--- src/rtl/mcr_pkg.sv ---
// ----------------------------------------------------------------------------
// mcr_pkg
// Shared types and constants for the midpoint circle rasterizer.
// ----------------------------------------------------------------------------
package mcr_pkg;

  // default geometry
  localparam int COORD_BITS_DEF  = 12;
  localparam int RADIUS_BITS_DEF = 11;

  // step queue between the front and back parts
  localparam int STEP_FIFO_DEPTH = 2;

  // mirrored points per octant step
  localparam int POINTS_PER_STEP = 8;
  localparam int POINT_IDX_BITS  = $clog2(POINTS_PER_STEP);

  // item kinds
  typedef enum logic {
    KIND_START   = 1'b0,
    KIND_ADVANCE = 1'b1
  } kind_t;

endpackage

--- src/rtl/mcr_front.sv ---
// ----------------------------------------------------------------------------
// mcr_front
// Accepts start and advance items, holds the octant state and the decision
// term, and hands each plotted step to the step queue.
// ----------------------------------------------------------------------------
module mcr_front import mcr_pkg::*; #(
  parameter int COORD_BITS  = COORD_BITS_DEF,
  parameter int RADIUS_BITS = RADIUS_BITS_DEF
) (
  input  logic                   clk,
  input  logic                   rst,
  input  logic                   in_valid,
  output logic                   in_ready,
  input  logic                   kind,
  input  logic [COORD_BITS-1:0]  center_x,
  input  logic [COORD_BITS-1:0]  center_y,
  input  logic [RADIUS_BITS-1:0] radius,
  output logic                   job_push,
  input  logic                   job_room,
  output logic [COORD_BITS-1:0]  job_cx,
  output logic [COORD_BITS-1:0]  job_cy,
  output logic [RADIUS_BITS-1:0] job_x,
  output logic [RADIUS_BITS-1:0] job_y,
  output logic                   job_done
);

  localparam int DW = RADIUS_BITS + 3;
  localparam logic signed [DW-1:0] D_ONE      = DW'(1);
  localparam logic signed [DW-1:0] D_INC_EAST = DW'(3);
  localparam logic signed [DW-1:0] D_INC_DIAG = DW'(5);

  logic                   active;
  logic [RADIUS_BITS-1:0] step_x;
  logic [RADIUS_BITS-1:0] step_y;
  logic signed [DW-1:0]   decision;
  logic [COORD_BITS-1:0]  stored_cx;
  logic [COORD_BITS-1:0]  stored_cy;

  logic                   accept;
  logic                   is_start;
  logic signed [DW-1:0]   x_ext;
  logic signed [DW-1:0]   y_ext;
  logic signed [DW-1:0]   decision_next;
  logic [RADIUS_BITS:0]   x_plus;
  logic [RADIUS_BITS-1:0] y_next;
  logic                   done_next;

  // transfer and classification
  assign in_ready = job_room;
  assign accept   = in_valid && in_ready;
  assign is_start = (kind_t'(kind) == KIND_START);
  assign job_push = accept && !is_start && active;

  // midpoint update
  assign x_ext  = signed'(DW'(step_x));
  assign y_ext  = signed'(DW'(step_y));
  assign x_plus = {1'b0, step_x} + (RADIUS_BITS+1)'(1);

  always_comb begin
    if (decision[DW-1]) begin
      decision_next = decision + (x_ext <<< 1) + D_INC_EAST;
      y_next        = step_y;
    end else begin
      decision_next = decision + ((x_ext - y_ext) <<< 1) + D_INC_DIAG;
      y_next        = step_y - RADIUS_BITS'(1);
    end
  end

  assign done_next = (x_plus >= {1'b0, y_next});

  // step handed to the back part uses the state before the update
  assign job_cx   = stored_cx;
  assign job_cy   = stored_cy;
  assign job_x    = step_x;
  assign job_y    = step_y;
  assign job_done = done_next;

  // state registers
  always_ff @(posedge clk) begin
    if (rst) begin
      active <= 1'b0;
    end else if (accept && is_start) begin
      active <= (radius != '0);
    end else if (job_push && done_next) begin
      active <= 1'b0;
    end
  end

  always_ff @(posedge clk) begin
    if (accept && is_start) begin
      stored_cx <= center_x;
      stored_cy <= center_y;
      step_x    <= '0;
      step_y    <= radius;
      decision  <= D_ONE - signed'(DW'(radius));
    end else if (job_push) begin
      step_x    <= x_plus[RADIUS_BITS-1:0];
      step_y    <= y_next;
      decision  <= decision_next;
    end
  end

endmodule

--- src/rtl/mcr_fifo.sv ---
// ----------------------------------------------------------------------------
// mcr_fifo
// Small register queue of octant steps between the front and back parts.
// ----------------------------------------------------------------------------
module mcr_fifo import mcr_pkg::*; #(
  parameter int WIDTH = 8,
  parameter int DEPTH = STEP_FIFO_DEPTH
) (
  input  logic             clk,
  input  logic             rst,
  input  logic             push,
  output logic             room,
  input  logic [WIDTH-1:0] wr_data,
  output logic             rd_valid,
  input  logic             pop,
  output logic [WIDTH-1:0] rd_data
);

  localparam int PTR_W = (DEPTH > 1) ? $clog2(DEPTH) : 1;
  localparam int CNT_W = $clog2(DEPTH + 1);

  logic [WIDTH-1:0] entries [DEPTH];
  logic [PTR_W-1:0] wr_ptr;
  logic [PTR_W-1:0] rd_ptr;
  logic [CNT_W-1:0] count;
  logic             do_push;
  logic             do_pop;

  assign room     = (count != CNT_W'(DEPTH));
  assign rd_valid = (count != '0);
  assign do_push  = push && room;
  assign do_pop   = pop && rd_valid;
  assign rd_data  = entries[rd_ptr];

  // pointers and fill count
  always_ff @(posedge clk) begin
    if (rst) begin
      wr_ptr <= '0;
      rd_ptr <= '0;
      count  <= '0;
    end else begin
      if (do_push) begin
        wr_ptr <= (wr_ptr == PTR_W'(DEPTH-1)) ? '0 : wr_ptr + PTR_W'(1);
      end
      if (do_pop) begin
        rd_ptr <= (rd_ptr == PTR_W'(DEPTH-1)) ? '0 : rd_ptr + PTR_W'(1);
      end
      if (do_push && !do_pop) begin
        count <= count + CNT_W'(1);
      end else if (do_pop && !do_push) begin
        count <= count - CNT_W'(1);
      end
    end
  end

  // storage
  always_ff @(posedge clk) begin
    if (do_push) begin
      entries[wr_ptr] <= wr_data;
    end
  end

endmodule

--- src/rtl/mcr_back.sv ---
// ----------------------------------------------------------------------------
// mcr_back
// Takes one octant step at a time and sends its eight mirrored points, one
// per cycle while out_ready is high, through a registered output stage.
// ----------------------------------------------------------------------------
module mcr_back import mcr_pkg::*; #(
  parameter int COORD_BITS  = COORD_BITS_DEF,
  parameter int RADIUS_BITS = RADIUS_BITS_DEF
) (
  input  logic                          clk,
  input  logic                          rst,
  input  logic                          job_valid,
  output logic                          job_ready,
  input  logic [COORD_BITS-1:0]         job_cx,
  input  logic [COORD_BITS-1:0]         job_cy,
  input  logic [RADIUS_BITS-1:0]        job_x,
  input  logic [RADIUS_BITS-1:0]        job_y,
  input  logic                          job_done,
  output logic                          out_valid,
  input  logic                          out_ready,
  output logic signed [COORD_BITS+1:0]  pixel_x,
  output logic signed [COORD_BITS+1:0]  pixel_y,
  output logic                          last_of_step,
  output logic                          circle_done
);

  localparam int OW = COORD_BITS + 2;

  logic                      busy;
  logic [POINT_IDX_BITS-1:0] idx;
  logic [COORD_BITS-1:0]     cur_cx;
  logic [COORD_BITS-1:0]     cur_cy;
  logic [RADIUS_BITS-1:0]    cur_x;
  logic [RADIUS_BITS-1:0]    cur_y;
  logic                      cur_done;

  logic                      load_out;
  logic                      last_point;
  logic [RADIUS_BITS-1:0]    off_a;
  logic [RADIUS_BITS-1:0]    off_b;
  logic [OW-1:0]             base_x;
  logic [OW-1:0]             base_y;
  logic [OW-1:0]             ext_a;
  logic [OW-1:0]             ext_b;
  logic [OW-1:0]             point_x;
  logic [OW-1:0]             point_y;

  assign load_out   = busy && (!out_valid || out_ready);
  assign last_point = (idx == POINT_IDX_BITS'(POINTS_PER_STEP-1));
  assign job_ready  = !busy || (load_out && last_point);

  // point index: bit 2 swaps the axes, bit 1 mirrors y, bit 0 mirrors x
  always_comb begin
    off_a   = idx[2] ? cur_y : cur_x;
    off_b   = idx[2] ? cur_x : cur_y;
    base_x  = OW'(cur_cx);
    base_y  = OW'(cur_cy);
    ext_a   = OW'(off_a);
    ext_b   = OW'(off_b);
    point_x = idx[0] ? (base_x - ext_a) : (base_x + ext_a);
    point_y = idx[1] ? (base_y - ext_b) : (base_y + ext_b);
  end

  // control
  always_ff @(posedge clk) begin
    if (rst) begin
      busy      <= 1'b0;
      out_valid <= 1'b0;
      idx       <= '0;
    end else begin
      if (load_out) begin
        out_valid <= 1'b1;
      end else if (out_ready) begin
        out_valid <= 1'b0;
      end
      if (job_ready) begin
        busy <= job_valid;
        idx  <= '0;
      end else if (load_out) begin
        idx  <= idx + POINT_IDX_BITS'(1);
      end
    end
  end

  // current step
  always_ff @(posedge clk) begin
    if (job_ready && job_valid) begin
      cur_cx   <= job_cx;
      cur_cy   <= job_cy;
      cur_x    <= job_x;
      cur_y    <= job_y;
      cur_done <= job_done;
    end
  end

  // output register
  always_ff @(posedge clk) begin
    if (load_out) begin
      pixel_x      <= signed'(point_x);
      pixel_y      <= signed'(point_y);
      last_of_step <= last_point;
      circle_done  <= last_point && cur_done;
    end
  end

endmodule

--- src/rtl/midpoint_circle_rasterizer_top.sv ---
// ----------------------------------------------------------------------------
// midpoint_circle_rasterizer_top
// Midpoint circle generator with eight-way symmetry.
// ----------------------------------------------------------------------------
// A start item (kind 0) loads the center and radius and sends nothing; a
// zero radius leaves the block idle. Each advance item (kind 1) on an
// active circle sends the eight mirrored points of the current octant
// point, one per cycle while out_ready is high, from the single point
// generator in the back part; advances while idle send nothing.
// The front part updates the decision term in the cycle an item transfers
// and queues the step, so new items are taken while earlier points are
// still leaving, as long as the two-entry step queue has room. The eighth
// point of every step has last_of_step set, and the eighth point of the
// final step also has circle_done set. The diagonal point x==y is not
// plotted, and the duplicate points at x==0 are all sent.
module midpoint_circle_rasterizer_top import mcr_pkg::*; #(
  parameter int COORD_BITS  = COORD_BITS_DEF,
  parameter int RADIUS_BITS = RADIUS_BITS_DEF
) (
  input  logic                          clk,
  input  logic                          rst,
  input  logic                          in_valid,
  output logic                          in_ready,
  input  logic                          kind,
  input  logic [COORD_BITS-1:0]         center_x,
  input  logic [COORD_BITS-1:0]         center_y,
  input  logic [RADIUS_BITS-1:0]        radius,
  output logic                          out_valid,
  input  logic                          out_ready,
  output logic signed [COORD_BITS+1:0]  pixel_x,
  output logic signed [COORD_BITS+1:0]  pixel_y,
  output logic                          last_of_step,
  output logic                          circle_done
);

  localparam int JOB_W = 2*COORD_BITS + 2*RADIUS_BITS + 1;

  logic                   job_push;
  logic                   job_room;
  logic [COORD_BITS-1:0]  f_cx;
  logic [COORD_BITS-1:0]  f_cy;
  logic [RADIUS_BITS-1:0] f_x;
  logic [RADIUS_BITS-1:0] f_y;
  logic                   f_done;
  logic [JOB_W-1:0]       q_wr;
  logic [JOB_W-1:0]       q_rd;
  logic                   q_valid;
  logic                   q_pop;
  logic [COORD_BITS-1:0]  b_cx;
  logic [COORD_BITS-1:0]  b_cy;
  logic [RADIUS_BITS-1:0] b_x;
  logic [RADIUS_BITS-1:0] b_y;
  logic                   b_done;

  // front: item classification and octant state
  mcr_front #(
    .COORD_BITS  (COORD_BITS),
    .RADIUS_BITS (RADIUS_BITS)
  ) u_front (
    .clk      (clk),
    .rst      (rst),
    .in_valid (in_valid),
    .in_ready (in_ready),
    .kind     (kind),
    .center_x (center_x),
    .center_y (center_y),
    .radius   (radius),
    .job_push (job_push),
    .job_room (job_room),
    .job_cx   (f_cx),
    .job_cy   (f_cy),
    .job_x    (f_x),
    .job_y    (f_y),
    .job_done (f_done)
  );

  // step queue
  assign q_wr = {f_cx, f_cy, f_x, f_y, f_done};

  mcr_fifo #(
    .WIDTH (JOB_W),
    .DEPTH (STEP_FIFO_DEPTH)
  ) u_fifo (
    .clk      (clk),
    .rst      (rst),
    .push     (job_push),
    .room     (job_room),
    .wr_data  (q_wr),
    .rd_valid (q_valid),
    .pop      (q_pop),
    .rd_data  (q_rd)
  );

  assign {b_cx, b_cy, b_x, b_y, b_done} = q_rd;

  // back: point generation and output stage
  mcr_back #(
    .COORD_BITS  (COORD_BITS),
    .RADIUS_BITS (RADIUS_BITS)
  ) u_back (
    .clk          (clk),
    .rst          (rst),
    .job_valid    (q_valid),
    .job_ready    (q_pop),
    .job_cx       (b_cx),
    .job_cy       (b_cy),
    .job_x        (b_x),
    .job_y        (b_y),
    .job_done     (b_done),
    .out_valid    (out_valid),
    .out_ready    (out_ready),
    .pixel_x      (pixel_x),
    .pixel_y      (pixel_y),
    .last_of_step (last_of_step),
    .circle_done  (circle_done)
  );

`ifndef ASSERT_OFF
  // circle end only on the closing point of a step
  a_done_on_last: assert property (@(posedge clk) disable iff (rst)
    (out_valid && circle_done) |-> last_of_step)
    else $error("circle_done without last_of_step");

  // points of one step leave without gaps
  a_step_contiguous: assert property (@(posedge clk) disable iff (rst)
    (out_valid && out_ready && !last_of_step) |=> out_valid)
    else $error("gap inside a step");

  // a step is taken under a stalled output only by an idle back part
  a_pop_when_free: assert property (@(posedge clk) disable iff (rst)
    (q_valid && q_pop && out_valid && !out_ready) |-> !u_back.busy)
    else $error("step taken while output stalled");
`endif

endmodule

--- config.mk ---
export PLATFORM = sky130hd
export DESIGN_NAME = midpoint_circle_rasterizer_top
export DESIGN_NICKNAME = d
export VERILOG_FILES = /design/src/rtl/mcr_pkg.sv /design/src/rtl/mcr_front.sv /design/src/rtl/mcr_fifo.sv /design/src/rtl/mcr_back.sv /design/src/rtl/midpoint_circle_rasterizer_top.sv
export SDC_FILE = /design/constraint.sdc
export NUM_CORES = 1
export LEC_CHECK = 0
export BUFFER_PORTS_ARGS = -buffer_cell sky130_fd_sc_hd__buf_2
export CAP_MARGIN = 25
export CORE_MARGIN = 1
export CORE_UTILIZATION = 25
export CTS_CLUSTER_SIZE = 12
export DETAILED_ROUTE_END_ITERATION = 12
export PLACE_DENSITY = 0.47
export SYNTH_ARGS = -nofsm -noshare
export SYNTH_HDL_FRONTEND = slang
export SYNTH_SLANG_ARGS = --single-unit
--- constraint.sdc ---
create_clock -name clk -period 9.9 [get_ports clk]
set_input_delay 0.99 -clock clk [delete_from_list [all_inputs] [get_ports clk]]
set_output_delay 0.99 -clock clk [all_outputs]
set_load 0.02 [all_outputs]
; ---- Yosys cells after proc, flatten, opt, wreduce, memory -nomap -nowiden
; Memory sizes are Yosys's and may differ from the RTL's. A register that Yosys moved wholly into a read port is not among the register bits.
; Cells that the tools add are included.
[totals]
in_bits = 40
ff_bits = 100
n_memories = 1
ram_bits = 94
out_inout_bits = 32
word_cells = 83
[op_classes]
n_eq_ne = 2
reduce_logical = 25
bitwise = 1
mux = 20
addsub = 17
magnitude_cmp = 1
[memory_table]
columns = memory, depth, width, rd, rd_clocked_by_memory_dff, write_ports, line
row1 = u_fifo.entries, 2, 47, 1, 1, 1, mcr_fifo.sv:22  ; logic [WIDTH-1:0] entries [DEPTH];
[op_table]
columns = cell, n
row1 = $mux 14, 5
row2 = $mux 11, 5
row3 = $add 12x11->13, 2
row4 = $sub 12x11->13, 2
row5 = $add 14x13->14, 1
row6 = $add 14x14->14, 1
row7 = $add 14x3->14 const B, 1
row8 = $add 14x4->14 const B, 1
row9 = $add 11x1->12 const B, 1
row10 = $ge 12x11->1, 1
row11 = $logic_and 1x1->1, 12
row12 = $sub 1x11->12 const A, 1
row13 = $sub 11x11->12, 1
row14 = $reduce_bool 11->1, 1
row15 = $sub 11x1->11 const B, 1
row16 = $reduce_bool 2->1, 5
row17 = $mux 1, 8
row18 = $logic_not 1->1, 4
row19 = $mux 2, 2
row20 = $add 3x1->3 const B, 1
row21 = $eq 3x3->1 const B, 1
row22 = $add 1x1->1 const B, 2
row23 = $add 2x1->2 const B, 1
row24 = $logic_or 1x1->1, 2
row25 = other kinds (4), 4

; ---- Depth between registers and ports, before layout
[logic_depth]
depth_word = 9
ltp_mapped = 19
mapped_depth_nobuf = 19

; ---- Cells and area by module
; A second synthesis with hierarchy kept.
[hier_totals]
hier_cells = 1109
hier_area_um2 = 13472.9
[modules_own_cells]
columns = mod, cells_each, area_each_um2, n_inst, seq_area_each_um2
row1 = mcr_back, 444, 4992.3, 1, 2412.3
row2 = mcr_front, 495, 4862.2, 1, 1711.6
row3 = mcr_fifo, 170, 3618.5, 1, 2922.8

; ---- Least setup slack after synthesis
; Ideal clock, no wire load.
[synth_path]
path_kind = input to register
startpoint = input kind
endpoint = memory u_fifo.entries[0][0] in the netlist's numbering, enable pin
t_arrival_ps = 3456
required_time_ps = 9448
setup_time_ps = 452
slack_ps = 5992
stages = 3
path_buffers = 1
cell_sequence = clkbuf_1 -> nand4_1 -> nor2_1
[synth_between]
elab_chain_len = 5
[synth_lines]
columns = element, line
row1 = from (decl), midpoint_circle_rasterizer_top.sv:24  ; input logic kind,
row2 = $logic_and 1x1->1 (2 in a row), mcr_front.sv:52  ; assign job_push = accept && !is_start && active;
row3 = $logic_and 1x1->1, mcr_fifo.sv:31  ; assign do_push = push && room;
row4 = $mux 1, mcr_fifo.sv:58  ; if (do_push) begin
row5 = $mux 1 (implied by the code), mcr_fifo.sv:59  ; entries[wr_ptr] <= wr_data;
row6 = to (decl), mcr_fifo.sv:22
; Every way passes these cells.

; ---- Worst setup path after layout
[layout_path]
startpoint = register u_front.step_x[0] (netlist: u_front.job_x[0])
endpoint = register u_front.decision[13] (data pin)
[layout_between]
elab_chain_len = 6
word_cells_on_any_way = 8
classes_between = 5 x add/sub / 3 x mux
[layout_lines]
columns = element, line
row1 = from (decl), mcr_front.sv:33  ; logic [RADIUS_BITS-1:0] step_x;
row2 = from (signal assigned), mcr_front.sv:97  ; step_x <= x_plus[RADIUS_BITS-1:0];
row3 = $sub 11x11->12, mcr_front.sv:64  ; decision_next = decision + ((x_ext - y_ext) <<< 1) + D_INC_DIAG;
row4 = $add 14x14->14, mcr_front.sv:64
row5 = $add 14x4->14, mcr_front.sv:64
row6 = $mux 14 *, mcr_front.sv:60  ; if (decision[DW-1]) begin
row7 = $mux 14 *, mcr_front.sv:96  ; end else if (job_push) begin
row8 = $mux 14 *, mcr_front.sv:90  ; if (accept && is_start) begin
row9 = to (signal assigned), mcr_front.sv:95  ; decision <= D_ONE - signed'(DW'(radius));
row10 = to (signal assigned), mcr_front.sv:99  ; decision <= decision_next;
row11 = to (decl), mcr_front.sv:35  ; logic signed [DW-1:0] decision;
; Mark *: on every way between the ends. The rest lies on a longest branch, timed or not. The select of a mux whose other input is x is not followed.
; A chain may end at the register's enable or synchronous reset.

==> run metrics <==
total wire length after detailed routing 30580 um; Synth Cell Area 0.01323 mm^2; Die X 232.1 um; synthesis-to-layout area growth 16.85%; Die Ht 232.1 um; asr flop ratio synth 0%; DP Area 0.01441 mm^2; pwr dens 289.0 mW/mm^2; Post-route DRC 0; Fmax achieved 0.2288 GHz; via/cell ratio 4.445; diodes inserted 0; max-cap violations 0; Final Power 0.004468 W; count leader, synth edfxtp_1; Routed Antenna Nets 0; sequential area share after synthesis 53.10%; Req. time, crit path 10270 ps; core footprint 0.05182 mm^2; gr usage total 11.47%; Detailed Place HPWL 21730 um; Final Cycle Share 44.15%; first-pass GRT wire length 48420 um; leakage 5.912 nW; final setup violation count 0; H-tree levels 1; gp weighted congestion 0.7859; critical path, cell by cell inv_1, ha_1, inv_1, fa_1, a21o_1, a21oi_2, o21bai_1, a2111oi_2, nor2_1, xnor2_1, ha_1, ha_1, nor4_1, o221ai_1, a31oi_1, o21ai_1, xor2_1, xnor2_1, o311ai_1; Synth Register Bits 241; Synth area leaders edfxtp_1 50%, ha_1 11%, mux2_2 4.3%; syn_nets 1247; final hold viol count 0; I/O Buffers 71; vias in the first global route 8716; critical path fanouts, max 8; clock tree buffer depth 3; Setup Total Neg Slack 0 ps; FP Rows 83; Ports 72; TritonCTS clock tree yes; Detailed Routing Iterations Pass 1 5; RSZ-0062 raised after global routing no; final instance area 0.01546 mm^2; DP Worst Slack 5509 ps; Post-synth EDFFs 220; clk root buf clkbuf_16; main combinational cell family by area after synthesis adder cells; post-synthesis adder-cell area fraction 12.41%; Max Transition Viols Final 0; Mapped Cells 1080; final worst path period need 4371 ps; clk_lat worst skew 560 ps; synth cell count leaders 220 x edfxtp_1, 120 x ha_1, 82 x inv_1, 77 x a21oi_1, 62 x nor2_1; post-synth top area share 49.92%; PostCTS Resize Cnt 0; post-synth top area cell edfxtp_1; share of cells above drive strength 1 17.07%; nets@finish 1333; Primary FF master, synth edfxtp_1; Worst IR Drop VDD 149.4 uV; Arr. time, crit path 4750 ps; Filler Cell Count 5263; clock-pin slew on the worst setup and hold paths 60 ps; Synth Area in XOR/XNOR 4.898%; post-detailed-route wirelength per cell 16.36 um; Mapped Avg Cell Area 12.25 um^2; via count 8308; kind of critical path reg2reg; clock sink count 241; total CTS buffers 29; status completed; Most common cell on crit path ha_1; largest net degree at the start of global routing 42; fin worst setup slack 5529 ps; DRT iter0 DRCs 413; relative max-transition margin 36.63%; CP max stage delay 420 ps; fin util 29.84%; Post-CTS Setup Inserts 0; initial antenna violation count 0; Synth Area in Compound Gates 11.75%; Hold Path Class reg2reg; Starting Density 25.54%; Post-Synth Simple-Gate Area 8.037%; post-synth cell types 79; mux contribution to synthesized area 6.609%; # hold bufs at CTS 0; Congestion Overflow GR 0; Worst Tran Pin Value 949.3 ps; crit start category flip-flop; slowest cell on the critical path a2111oi_2; Crit. End Element flip-flop; Worst Skew 15.93 ps; die area 0.05385 mm^2; synth warn 0
## cells by family (layout without fill, tap and decap cells)
| family | after synthesis | after routing |
|---|---|---|
| AO/OA/AOI/OAI | 243 | 243 |
| flip-flops | 241 | 241 |
| AND/OR/NAND/NOR | 205 | 205 |
| adder cells (fa/ha/maj) | 127 | 127 |
| buffers and inverters | 109 | 218 |
| multiplexers | 81 | 81 |
| XOR/XNOR | 74 | 74 |
## per-stage QoR
stage	hold WS [ps]	std cells
2_1_floorplan	421.5	1080
3_3_place_gp	428.3	1814
3_5_place_dp	431.6	1814
4_1_cts	447.5	1868
5_1_grt	458.8	1869
6_report	441.7	1869
## area by class of cell
cell class | instances | area [um^2] | share of cell area (%)
clock inverter | 14 | 212.7 | 1.376
timing repair buffer | 80 | 435.4 | 2.816
sequential | 241 | 7028 | 45.45
multi-input combinational | 730 | 5803 | 37.53
tap | 680 | 850.8 | 5.503
inverter | 84 | 315.3 | 2.039
clock buffer | 40 | 817.0 | 5.284
## metal layers
layer	vias to the layer above	wire (um)	track usage (%)
li1	4180	-	-
met1	3964	14390	15.05
met2	132	14200	19.53
met3	32	1456	1.731
met4	0	540	2.981
met5	-	0	0
## path summary, 6_finish.rpt
check / slack [ps] / end / startpoint / cells past startpoint
worst max-delay path: 5530 / u_front.decision[13] / u_front.job_x[0] / 19
worst min-delay path: 440 / u_fifo.entries[0][27] / u_front.job_cy[4] / 0
worst max register to register: 5530 / u_front.decision[13] / u_front.job_x[0] / 19
worst min register to register: 440 / u_fifo.entries[0][27] / u_front.job_cy[4] / 0
## registers in the layout, indices dropped and copies added (netlist names), 12 cells and up
register          count
u_fifo.entries       94
u_back.pixel_x       14
u_back.pixel_y       14
u_front.decision     14
u_back.cur_cx        12
u_back.cur_cy        12
u_front.job_cx       12
u_front.job_cy       12
## where the power goes
part	leakage [nW]	switching, W	internal [W]	total [W]
combinational	3.21	0.00104	0.000740	0.00178
sequential	2.21	0.000119	0.00142	0.00154
clock	0.495	0.000437	0.000707	0.00114
total	5.91	0.00160	0.00287	0.00447
## placed cells by master, fill, tap and decap left out, types with 4 or more instances in the layout
| master | n |
|---|---|
| o31ai_1 | 15 |
| or3_1 | 6 |
| a21o_1 | 11 |
| edfxtp_1 | 220 |
| o21ai_0 | 57 |
| clkbuf_1 | 6 |
| nand2b_1 | 11 |
| nor3_1 | 23 |
| a21boi_0 | 10 |
| ha_1 | 120 |
| xnor2_1 | 44 |
| a31oi_1 | 4 |
| o211ai_1 | 4 |
| buf_4 | 8 |
| dfxtp_1 | 20 |
| a211oi_1 | 5 |
| nand4_1 | 5 |
| a21oi_1 | 76 |
| nor4_1 | 6 |
| nand3b_1 | 5 |
| fa_1 | 7 |
| or4_1 | 4 |
| buf_2 | 71 |
| clkbuf_8 | 5 |
| nor2_1 | 61 |
| clkinv_1 | 4 |
| inv_1 | 81 |
| mux2_2 | 51 |
| nand3_1 | 12 |
| o21a_1 | 12 |
| mux2i_1 | 30 |
| nand2_1 | 29 |
| nor2b_1 | 15 |
| bufinv_16 | 5 |
| o21bai_1 | 10 |
| and3_1 | 8 |
| xor2_1 | 30 |
| clkbuf_16 | 29 |
## critical path: cells and delay by family, from the launching register on
family	cells	cell delay, ps
AO/OA/AOI/OAI	8	1750
adder cells (fa/ha/maj)	4	1080
XOR/XNOR	3	430
flip-flops	1	380
AND/OR/NAND/NOR	2	360
buffers and inverters	2	180
No activity file was read; power rests on OpenSTA's default activity.
